--- config.mk ---
export PLATFORM = sky130hd
export DESIGN_NAME = depth_jet_and_ir_gray_colorizer_flat
export DESIGN_NICKNAME = d
export VERILOG_FILES = /design/src/sv/djc_pkg.sv /design/src/sv/djc_pixel_if.sv /design/src/sv/djc_color_if.sv /design/src/sv/depth_jet_and_ir_gray_colorizer.sv /design/src/sv/djc_divpipe.sv /design/src/flat_wrapper.sv
export SDC_FILE = /design/constraint.sdc
export NUM_CORES = 2
export LEC_CHECK = 0
export BUFFER_PORTS_ARGS = -buffer_cell sky130_fd_sc_hd__buf_4
export CAP_MARGIN = 20
export CELL_PAD_IN_SITES_DETAIL_PLACEMENT = 0
export CELL_PAD_IN_SITES_GLOBAL_PLACEMENT = 2
export CORE_ASPECT_RATIO = 1.2
export CORE_MARGIN = 5
export CORE_UTILIZATION = 44
export DETAILED_ROUTE_END_ITERATION = 7
export GPL_TIMING_DRIVEN = 0
export PLACE_DENSITY = 0.79
export SLEW_MARGIN = 30
export SYNTH_ARGS = -nofsm -noshare
export SYNTH_HDL_FRONTEND = slang
export SYNTH_SLANG_ARGS = --single-unit
--- constraint.sdc ---
create_clock -name clk -period 31.4 [get_ports clk]
set_clock_uncertainty 0.15 [all_clocks]
set_input_delay 1.57 -clock clk [delete_from_list [all_inputs] [get_ports clk]]
set_output_delay 1.57 -clock clk [all_outputs]
set_load 0.02 [all_outputs]
--- src/sv/djc_pkg.sv ---
package djc_pkg;

    localparam int DEPTH_BITS    = 14;
    localparam int FRAC_BITS     = 16;
    localparam int IR_BITS       = 16;
    localparam int CHAN_BITS     = 8;
    localparam int CFG_IDX_BITS  = 2;
    localparam int CFG_DATA_BITS = 16;

    localparam logic [CFG_IDX_BITS-1:0] CFG_DEPTH_NEAR = 2'd0;
    localparam logic [CFG_IDX_BITS-1:0] CFG_DEPTH_SPAN = 2'd1;
    localparam logic [CFG_IDX_BITS-1:0] CFG_IR_FULL    = 2'd2;

    localparam logic [DEPTH_BITS-1:0] DEPTH_NEAR_RST = DEPTH_BITS'(200);
    localparam logic [DEPTH_BITS-1:0] DEPTH_SPAN_RST = DEPTH_BITS'(2100);
    localparam logic [IR_BITS-1:0]    IR_FULL_RST    = IR_BITS'(4500);

    typedef struct packed {
        logic [DEPTH_BITS-1:0] depth_near_mm;
        logic [DEPTH_BITS-1:0] depth_span_mm;
        logic [IR_BITS-1:0]    ir_full_scale;
    } djc_cfg_t;

    // One pixel on its way through the dividers.
    typedef struct packed {
        logic [DEPTH_BITS-1:0] t_rem;
        logic [FRAC_BITS-1:0]  t_quo;
        logic                  t_zero;
        logic                  t_one;
        logic [IR_BITS-1:0]    g_rem;
        logic [CHAN_BITS-1:0]  g_low;
        logic [CHAN_BITS-1:0]  g_quo;
        logic                  g_sat;
    } djc_div_t;

endpackage

--- src/sv/djc_pixel_if.sv ---
interface djc_pixel_if;
    logic                          valid;
    logic                          ready;
    logic [djc_pkg::DEPTH_BITS-1:0] depth_mm;
    logic [djc_pkg::IR_BITS-1:0]    ir_value;

    modport source (output valid, output depth_mm, output ir_value, input ready);
    modport sink   (input valid, input depth_mm, input ir_value, output ready);
endinterface

--- src/sv/djc_color_if.sv ---
interface djc_color_if;
    logic                         valid;
    logic                         ready;
    logic [djc_pkg::CHAN_BITS-1:0] jet_red;
    logic [djc_pkg::CHAN_BITS-1:0] jet_green;
    logic [djc_pkg::CHAN_BITS-1:0] jet_blue;
    logic [djc_pkg::CHAN_BITS-1:0] ir_gray;

    modport source (output valid, output jet_red, output jet_green, output jet_blue,
                    output ir_gray, input ready);
    modport sink   (input valid, input jet_red, input jet_green, input jet_blue,
                    input ir_gray, output ready);
endinterface

--- src/sv/depth_jet_and_ir_gray_colorizer.sv ---
// Colors one pixel per clock while the output is not stalled: a JET false color
// for the depth sample and a gray level for the infrared value. A result passes
// through the front stage, 16 restoring-divider stages that produce one bit of
// the normalized depth per stage while the first 8 of them also divide the
// infrared value, the color-level stage and the output register. A stall at
// the output freezes the whole pipeline; pixel.ready is high whenever the output
// register is empty or being taken. Registers are written through
// cfg_we/cfg_index/cfg_data and must only change while no pixel is in flight.
module depth_jet_and_ir_gray_colorizer
(
    input  logic                                clk,
    input  logic                                rst_n,
    djc_pixel_if.sink                           pixel,
    djc_color_if.source                         color,
    input  logic                                cfg_we,
    input  logic [djc_pkg::CFG_IDX_BITS-1:0]    cfg_index,
    input  logic [djc_pkg::CFG_DATA_BITS-1:0]   cfg_data
);

    localparam int FB = djc_pkg::FRAC_BITS;
    localparam int CB = djc_pkg::CHAN_BITS;
    localparam int JW = FB + 4;

    localparam logic [1:0] K_RED   = 2'd3;
    localparam logic [1:0] K_GREEN = 2'd2;
    localparam logic [1:0] K_BLUE  = 2'd1;

    // clamp(1.5 - |4t - k|, 0, 1) in Q.FB
    function automatic logic [FB:0] jet_level(logic [FB:0] t, logic [1:0] k);
        logic signed [JW-1:0] d;
        logic signed [JW-1:0] v;
        d = $signed({1'b0, t, 2'b00}) - $signed({2'b00, k, {FB{1'b0}}});
        if (d < 0)
        begin
            d = -d;
        end
        v = $signed({3'b000, 2'b11, {(FB-1){1'b0}}}) - d;
        if (v < 0)
        begin
            v = '0;
        end
        else if (v > $signed({3'b000, 1'b1, {FB{1'b0}}}))
        begin
            v = $signed({3'b000, 1'b1, {FB{1'b0}}});
        end
        return v[FB:0];
    endfunction

    // (v * 255) >> FB
    function automatic logic [CB-1:0] scale255(logic [FB:0] v);
        logic [FB+CB:0] p;
        p = {v, {CB{1'b0}}} - {{CB{1'b0}}, v};
        return p[FB+CB-1:FB];
    endfunction

    djc_pkg::djc_cfg_t cfg_reg;
    logic              en;

    always_ff @(posedge clk or negedge rst_n)
    begin
        if (!rst_n)
        begin
            cfg_reg.depth_near_mm <= djc_pkg::DEPTH_NEAR_RST;
            cfg_reg.depth_span_mm <= djc_pkg::DEPTH_SPAN_RST;
            cfg_reg.ir_full_scale <= djc_pkg::IR_FULL_RST;
        end
        else if (cfg_we)
        begin
            case (cfg_index)
                djc_pkg::CFG_DEPTH_NEAR:
                    cfg_reg.depth_near_mm <= cfg_data[djc_pkg::DEPTH_BITS-1:0];
                djc_pkg::CFG_DEPTH_SPAN:
                    cfg_reg.depth_span_mm <= cfg_data[djc_pkg::DEPTH_BITS-1:0];
                djc_pkg::CFG_IR_FULL:
                    cfg_reg.ir_full_scale <= cfg_data[djc_pkg::IR_BITS-1:0];
                default:
                    ;
            endcase
        end
    end

    logic color_valid_reg;
    assign en          = !color_valid_reg || color.ready;
    assign pixel.ready = en;

    // Front stage: offset, range flags, ir * 255.
    djc_pkg::djc_div_t                front_next;
    djc_pkg::djc_div_t                front_reg;
    logic                             front_valid_reg;
    logic [djc_pkg::DEPTH_BITS-1:0]   diff;
    logic [djc_pkg::IR_BITS+CB-1:0]   ir_prod;

    always_comb
    begin
        diff    = pixel.depth_mm - cfg_reg.depth_near_mm;
        ir_prod = {pixel.ir_value, {CB{1'b0}}} - {{CB{1'b0}}, pixel.ir_value};
        front_next.t_rem  = diff;
        front_next.t_quo  = '0;
        front_next.t_zero = (pixel.depth_mm == '0) || (pixel.depth_mm <= cfg_reg.depth_near_mm);
        front_next.t_one  = !front_next.t_zero && (diff >= cfg_reg.depth_span_mm);
        front_next.g_rem  = ir_prod[djc_pkg::IR_BITS+CB-1:CB];
        front_next.g_low  = ir_prod[CB-1:0];
        front_next.g_quo  = '0;
        front_next.g_sat  = pixel.ir_value >= cfg_reg.ir_full_scale;
    end

    always_ff @(posedge clk or negedge rst_n)
    begin
        if (!rst_n)
        begin
            front_valid_reg <= 1'b0;
        end
        else if (en)
        begin
            front_valid_reg <= pixel.valid;
        end
    end

    always_ff @(posedge clk)
    begin
        if (en)
        begin
            front_reg <= front_next;
        end
    end

    logic              div_valid;
    djc_pkg::djc_div_t div_data;

    djc_divpipe u_divpipe
    (
        .clk       (clk),
        .rst_n     (rst_n),
        .en        (en),
        .in_valid  (front_valid_reg),
        .in_data   (front_reg),
        .cfg       (cfg_reg),
        .out_valid (div_valid),
        .out_data  (div_data)
    );

    // Color level stage.
    logic [FB:0]   t_pos;
    logic [FB:0]   red_lvl_reg;
    logic [FB:0]   green_lvl_reg;
    logic [FB:0]   blue_lvl_reg;
    logic [CB-1:0] gray_reg;
    logic          j1_valid_reg;

    always_comb
    begin
        if (div_data.t_zero)
        begin
            t_pos = '0;
        end
        else if (div_data.t_one)
        begin
            t_pos = {1'b1, {FB{1'b0}}};
        end
        else
        begin
            t_pos = {1'b0, div_data.t_quo};
        end
    end

    always_ff @(posedge clk or negedge rst_n)
    begin
        if (!rst_n)
        begin
            j1_valid_reg    <= 1'b0;
            color_valid_reg <= 1'b0;
        end
        else if (en)
        begin
            j1_valid_reg    <= div_valid;
            color_valid_reg <= j1_valid_reg;
        end
    end

    logic [CB-1:0] red_reg;
    logic [CB-1:0] green_reg;
    logic [CB-1:0] blue_reg;
    logic [CB-1:0] ir_gray_reg;

    always_ff @(posedge clk)
    begin
        if (en)
        begin
            red_lvl_reg   <= jet_level(t_pos, K_RED);
            green_lvl_reg <= jet_level(t_pos, K_GREEN);
            blue_lvl_reg  <= jet_level(t_pos, K_BLUE);
            gray_reg      <= div_data.g_sat ? {CB{1'b1}} : div_data.g_quo;
            red_reg       <= scale255(red_lvl_reg);
            green_reg     <= scale255(green_lvl_reg);
            blue_reg      <= scale255(blue_lvl_reg);
            ir_gray_reg   <= gray_reg;
        end
    end

    assign color.valid     = color_valid_reg;
    assign color.jet_red   = red_reg;
    assign color.jet_green = green_reg;
    assign color.jet_blue  = blue_reg;
    assign color.ir_gray   = ir_gray_reg;

    a_accept_enters: assert property (@(posedge clk) disable iff (!rst_n)
        pixel.valid && pixel.ready |=> front_valid_reg)
        else $error("accepted item did not enter the front stage");

    a_stall_holds: assert property (@(posedge clk) disable iff (!rst_n)
        !en |=> $stable(j1_valid_reg) && $stable(red_lvl_reg) && $stable(gray_reg))
        else $error("color level stage moved during a stall");

    a_jet_shape: assert property (@(posedge clk) disable iff (!rst_n)
        color.valid && color.jet_red != '0 && color.jet_blue != '0
            |-> color.jet_green == {CB{1'b1}})
        else $error("red and blue both lit without full green");

endmodule

--- src/sv/djc_divpipe.sv ---
module djc_divpipe
(
    input  logic              clk,
    input  logic              rst_n,
    input  logic              en,
    input  logic              in_valid,
    input  djc_pkg::djc_div_t in_data,
    input  djc_pkg::djc_cfg_t cfg,
    output logic              out_valid,
    output djc_pkg::djc_div_t out_data
);

    localparam int NDIV = djc_pkg::FRAC_BITS;

    // One restoring step for depth and, in the first stages, one for gray.
    function automatic djc_pkg::djc_div_t div_step(djc_pkg::djc_div_t src,
                                                   djc_pkg::djc_cfg_t c,
                                                   logic do_gray);
        djc_pkg::djc_div_t             nxt;
        logic [djc_pkg::DEPTH_BITS:0]  t_try;
        logic [djc_pkg::IR_BITS:0]     g_try;
        nxt   = src;
        t_try = {src.t_rem, 1'b0};
        if (t_try >= {1'b0, c.depth_span_mm})
        begin
            nxt.t_rem = djc_pkg::DEPTH_BITS'(t_try - {1'b0, c.depth_span_mm});
            nxt.t_quo = {src.t_quo[djc_pkg::FRAC_BITS-2:0], 1'b1};
        end
        else
        begin
            nxt.t_rem = t_try[djc_pkg::DEPTH_BITS-1:0];
            nxt.t_quo = {src.t_quo[djc_pkg::FRAC_BITS-2:0], 1'b0};
        end
        if (do_gray)
        begin
            g_try     = {src.g_rem, src.g_low[djc_pkg::CHAN_BITS-1]};
            nxt.g_low = {src.g_low[djc_pkg::CHAN_BITS-2:0], 1'b0};
            if (g_try >= {1'b0, c.ir_full_scale})
            begin
                nxt.g_rem = djc_pkg::IR_BITS'(g_try - {1'b0, c.ir_full_scale});
                nxt.g_quo = {src.g_quo[djc_pkg::CHAN_BITS-2:0], 1'b1};
            end
            else
            begin
                nxt.g_rem = g_try[djc_pkg::IR_BITS-1:0];
                nxt.g_quo = {src.g_quo[djc_pkg::CHAN_BITS-2:0], 1'b0};
            end
        end
        return nxt;
    endfunction

    djc_pkg::djc_div_t [NDIV-1:0] stage_reg;
    djc_pkg::djc_div_t [NDIV-1:0] stage_next;
    logic [NDIV-1:0]              valid_reg;
    logic [NDIV-1:0]              valid_next;

    always_comb
    begin
        stage_next[0] = div_step(in_data, cfg, 1'b1);
        valid_next[0] = in_valid;
        for (int s = 1; s < NDIV; s++)
        begin
            stage_next[s] = div_step(stage_reg[s-1], cfg, s < djc_pkg::CHAN_BITS);
            valid_next[s] = valid_reg[s-1];
        end
    end

    always_ff @(posedge clk or negedge rst_n)
    begin
        if (!rst_n)
        begin
            valid_reg <= '0;
        end
        else if (en)
        begin
            valid_reg <= valid_next;
        end
    end

    always_ff @(posedge clk)
    begin
        if (en)
        begin
            stage_reg <= stage_next;
        end
    end

    assign out_valid = valid_reg[NDIV-1];
    assign out_data  = stage_reg[NDIV-1];

endmodule

--- src/flat_wrapper.sv ---
// flat-port wrapper written by rule: the top's interface ports become plain ports
module depth_jet_and_ir_gray_colorizer_flat 
  (clk, rst_n, cfg_we, cfg_index, cfg_data, pixel_valid, pixel_depth_mm, pixel_ir_value, pixel_ready, color_valid, color_jet_red, color_jet_green, color_jet_blue, color_ir_gray, color_ready);
  djc_pixel_if pixel_i ();
  djc_color_if color_i ();
  input  logic clk;
  input  logic rst_n;
  input  logic cfg_we;
  input  logic [djc_pkg::CFG_IDX_BITS-1:0] cfg_index;
  input  logic [djc_pkg::CFG_DATA_BITS-1:0] cfg_data;
  input wire logic [$bits(pixel_i.valid)-1:0] pixel_valid;
  input wire logic [$bits(pixel_i.depth_mm)-1:0] pixel_depth_mm;
  input wire logic [$bits(pixel_i.ir_value)-1:0] pixel_ir_value;
  output wire logic [$bits(pixel_i.ready)-1:0] pixel_ready;
  output wire logic [$bits(color_i.valid)-1:0] color_valid;
  output wire logic [$bits(color_i.jet_red)-1:0] color_jet_red;
  output wire logic [$bits(color_i.jet_green)-1:0] color_jet_green;
  output wire logic [$bits(color_i.jet_blue)-1:0] color_jet_blue;
  output wire logic [$bits(color_i.ir_gray)-1:0] color_ir_gray;
  input wire logic [$bits(color_i.ready)-1:0] color_ready;
  assign pixel_i.valid = pixel_valid;
  assign pixel_i.depth_mm = pixel_depth_mm;
  assign pixel_i.ir_value = pixel_ir_value;
  assign pixel_ready = pixel_i.ready;
  assign color_valid = color_i.valid;
  assign color_jet_red = color_i.jet_red;
  assign color_jet_green = color_i.jet_green;
  assign color_jet_blue = color_i.jet_blue;
  assign color_ir_gray = color_i.ir_gray;
  assign color_i.ready = color_ready;
  depth_jet_and_ir_gray_colorizer u_core (.clk(clk), .rst_n(rst_n), .pixel(pixel_i), .color(color_i), .cfg_we(cfg_we), .cfg_index(cfg_index), .cfg_data(cfg_data));
endmodule
==> results.py <==
metrics = {
    "status": {
        "outcome": "complete, no violations",
    },
    "finish": {
        "seq_area_sq_mm": 0.02442,
        "n_fill_cell": 9555,
        "antenna_cells": 0,
        "final_core_util_pct": 50.05,
        "instances_no_fill": 5717,
        "area_growth_pct": 12.74,
        "multi_input_area_sq_mm": 0.02183,
        "drive_above_1_share_pct": 12.15,
        "layout.nets": 4758,
        "largest_register_ff_count": 477,
    },
    "synth": {
        "synth-edff-count": 760,
        "synth_cells": 4046,
        "synthTopCellsByCount": "760 x edfxtp_1, 433 x ha_1, 331 x a21oi_1",
        "ys_ff_latch": 823,
        "synth_top_family_by_area": "compound AO/OA/AOI/OAI gates",
        "synthesis.area_sq_mm": 0.04737,
        "synth_cell_types": 76,
        "synth_most_common_cell": "edfxtp_1",
        "synth_mux_area_share_pct": 4.511,
        "ys_warn_count": 0,
        "yosysSeqAreaShare_pct": 51.54,
        "synth_top_area_share_pct": 48.18,
        "synthAdderAreaFrac_pct": 12.41,
        "async_flop_share_pct": 7.655,
        "synth.avg_cell_area_sq_um": 11.71,
        "synth_nets": 4555,
        "synth_compound_area_share_pct": 12.77,
        "synth.area.top_cells": "edfxtp_1 48%, ha_1 11%, mux2_2 4.3%, xnor2_1 4.3%, a21oi_1 3.5%",
        "yosys.area.top_type": "edfxtp_1",
        "synthXorXnorAreaFrac_pct": 6.043,
        "synthFlopType": "edfxtp_1",
        "synth-simple-area-share_pct": 10.30,
    },
    "clocking": {
        "cts_setup_buffers": 0,
        "htree_levels": 3,
        "insertion_delay_ns": 0.69,
        "cts.path.max_buffers": 3,
        "root_buffer": "clkbuf_16",
        "cts.sinks": 823,
        "holdBufCountCts": 0,
        "cts_tree": "done",
        "path_clk_slew_ns": 0.06,
        "cts_resized": 0,
        "cts_buffers": 90,
    },
    "drt": {
        "drc": 0,
        "wire_per_inst_um": 19.12,
        "vias": 30903,
        "drt-total-wl_um": 109300,
        "dr.pass1.iters": 5,
        "drtIter0Drc": 1606,
        "postRouteAntennaNets": 0,
        "viasPerCell": 5.405,
    },
    "global_routing": {
        "grt_pass1_wl_um": 173100,
        "grt_max_degree": 64,
        "antenna_found_initial": 0,
        "grtUsageTotal_pct": 19.07,
        "first_global_vias": 31533,
        "gr-total-overflow": 0,
    },
    "sta": {
        "tns_ns": 0,
        "setup_violations": 0,
        "whs_ns": 0.2523,
        "slew_viol_final": 0,
        "rsz0062_at_grt": "no",
        "max_freq_ghz": 0.1854,
        "fin_crit_sh_pct": 17.17,
        "hold_violations": 0,
        "worst_slew_pin_slew_ns": 0.9235,
        "max-slew-margin-rel_pct": 37.96,
        "fin_crit_ns": 5.392,
    },
    "floorplanning": {
        "row_count": 131,
        "dieArea_sq_mm": 0.1144,
        "start_util_pct": 44.40,
        "fp.dieH_um": 369.4,
        "dieWidth_um": 309.5,
        "io-pin-count": 87,
        "core_sq_mm": 0.1067,
    },
    "power": {
        "ir_drop_mv": 0.05171,
        "p_leak_nw": 21.21,
        "powerDensity_mw_per_mm2": 122.8,
        "finalPower_w": 0.006561,
    },
    "setup_path": {
        "r2r_start": "u_core.u_divpipe.out_data[34]",
        "start_kind": "flip-flop",
        "crit_required_ns": 31.73,
        "crit_chain": "buf_6, nor2_1, nand2_1, inv_1, ha_1, nand2_1, nand2_1, xnor2_1, nand2_1, ha_1, a21boi_0, o21ai_0, xor2_1, nand3b_1, or4_1, o211a_1, buf_6, nor4_1",
        "arrival_ns": 5.72,
        "end_kind": "flip-flop",
        "cpMostUsedCell": "nand2_1",
        "reg2reg_depth": 18,
        "r2r_end": "u_core.red_lvl_reg[9]",
        "worstSetupPathType": "flip-flop to flip-flop",
        "crit_path_max_incr_delay_ns": 0.50,
        "r2r_setup_slack_ns": 26.01,
        "cp_slowest_cell": "nor2_1",
        "cp_max_fo": 10,
    },
    "job": {
        "cap_violations": 0,
    },
    "placed_design": {
        "io_buffers": 86,
        "gp_congestion": 0.8274,
        "dp.cells": 5553,
        "dp_hpwl_um": 79860,
    },
    "min_path": {
        "hp-start": "u_core.u_divpipe.stage_next[274]",
        "hold_class": "flip-flop to flip-flop",
        "hold_end": "u_core.u_divpipe.stage_next[340]",
        "min_path_cells": 0,
    },
}
==> placed cells by master (no fill, tap or decap), types with 91 or more instances in the layout <==
master	Yosys	final
o21ai_0	212	212
nand2_1	198	198
nor2_1	266	266
clkbuf_16	0	91
a21o_1	156	156
xnor2_1	231	231
nor3_1	107	106
mux2_2	180	180
xor2_1	94	94
ha_1	433	433
inv_1	215	202
edfxtp_1	760	760
a21oi_1	331	331
==> final cells by class <==
type,instances,share of cell area (%)
tap,1396,3.270
sequential,823,45.72
clock buffer,109,4.465
clock inverter,55,1.225
buffer,81,0.6630
timing repair buffer,111,2.272
multi-input combinational,2927,40.88
inverter,215,1.511
==> routing by layer <==
layer	GRT usage, %	wire length, um	vias up
li1	-	-	15547
met1	24.13	47980	14760
met2	34.06	55060	443
met3	2.318	3216	153
met4	6.049	3056	0
met5	0	0	-
==> critical path, delay by kind of cell (launching register included) <==
| kind | cells | cell delay [ns] |
|---|---|---|
| and+or+nand+nor | 8 | 2.05 |
| AOI/OAI and AO/OA | 3 | 1.12 |
| adders and majority gates | 2 | 0.63 |
| buffers and inverters | 3 | 0.49 |
| DFF | 1 | 0.38 |
| xor gates and xnor gates | 2 | 0.36 |
==> worst max path at each step <==
stage                                              from                              to  slack (ns)
after global placement                      color_ready                     pixel_ready       -3.85
after detailed placement              pixel_depth_mm[1]            u_core.front_reg[33]       25.84
after global routing      u_core.u_divpipe.out_data[34]           u_core.red_lvl_reg[9]       25.53
final                     u_core.u_divpipe.out_data[34]           u_core.red_lvl_reg[9]       26.01
after CTS                 u_core.u_divpipe.out_data[34]           u_core.red_lvl_reg[9]       26.06
after floorplan                             color_ready  u_core.u_divpipe.valid_reg[10]        5.76
==> metrics by stage <==
stage	worst slack [ns]	instance area [sq um]
5_1_grt	25.53	53410
2_1_floorplan	5.761	47370
6_report	26.01	53410
3_3_place_gp	-3.849	49760
3_5_place_dp	25.84	50360
4_1_cts	26.06	53400
==> power breakdown <==
part	leakage (nW)	total [W]	internal, W	switching, W
logic	11.4	0.00325	0.00143	0.00182
clock network	1.48	0.00109	0.000636	0.000452
registers	8.32	0.00222	0.00198	0.000239
total	21.2	0.00656	0.00405	0.00251
==> logic make-up after synthesis <==
logic type,Yosys count
and+or+nand+nor,985
xor gates and xnor gates,326
buffers and inverters,296
AOI/OAI and AO/OA,969
muxes,191
adders and majority gates,456
DFF,823
Power figures use the tool's default switching activity.
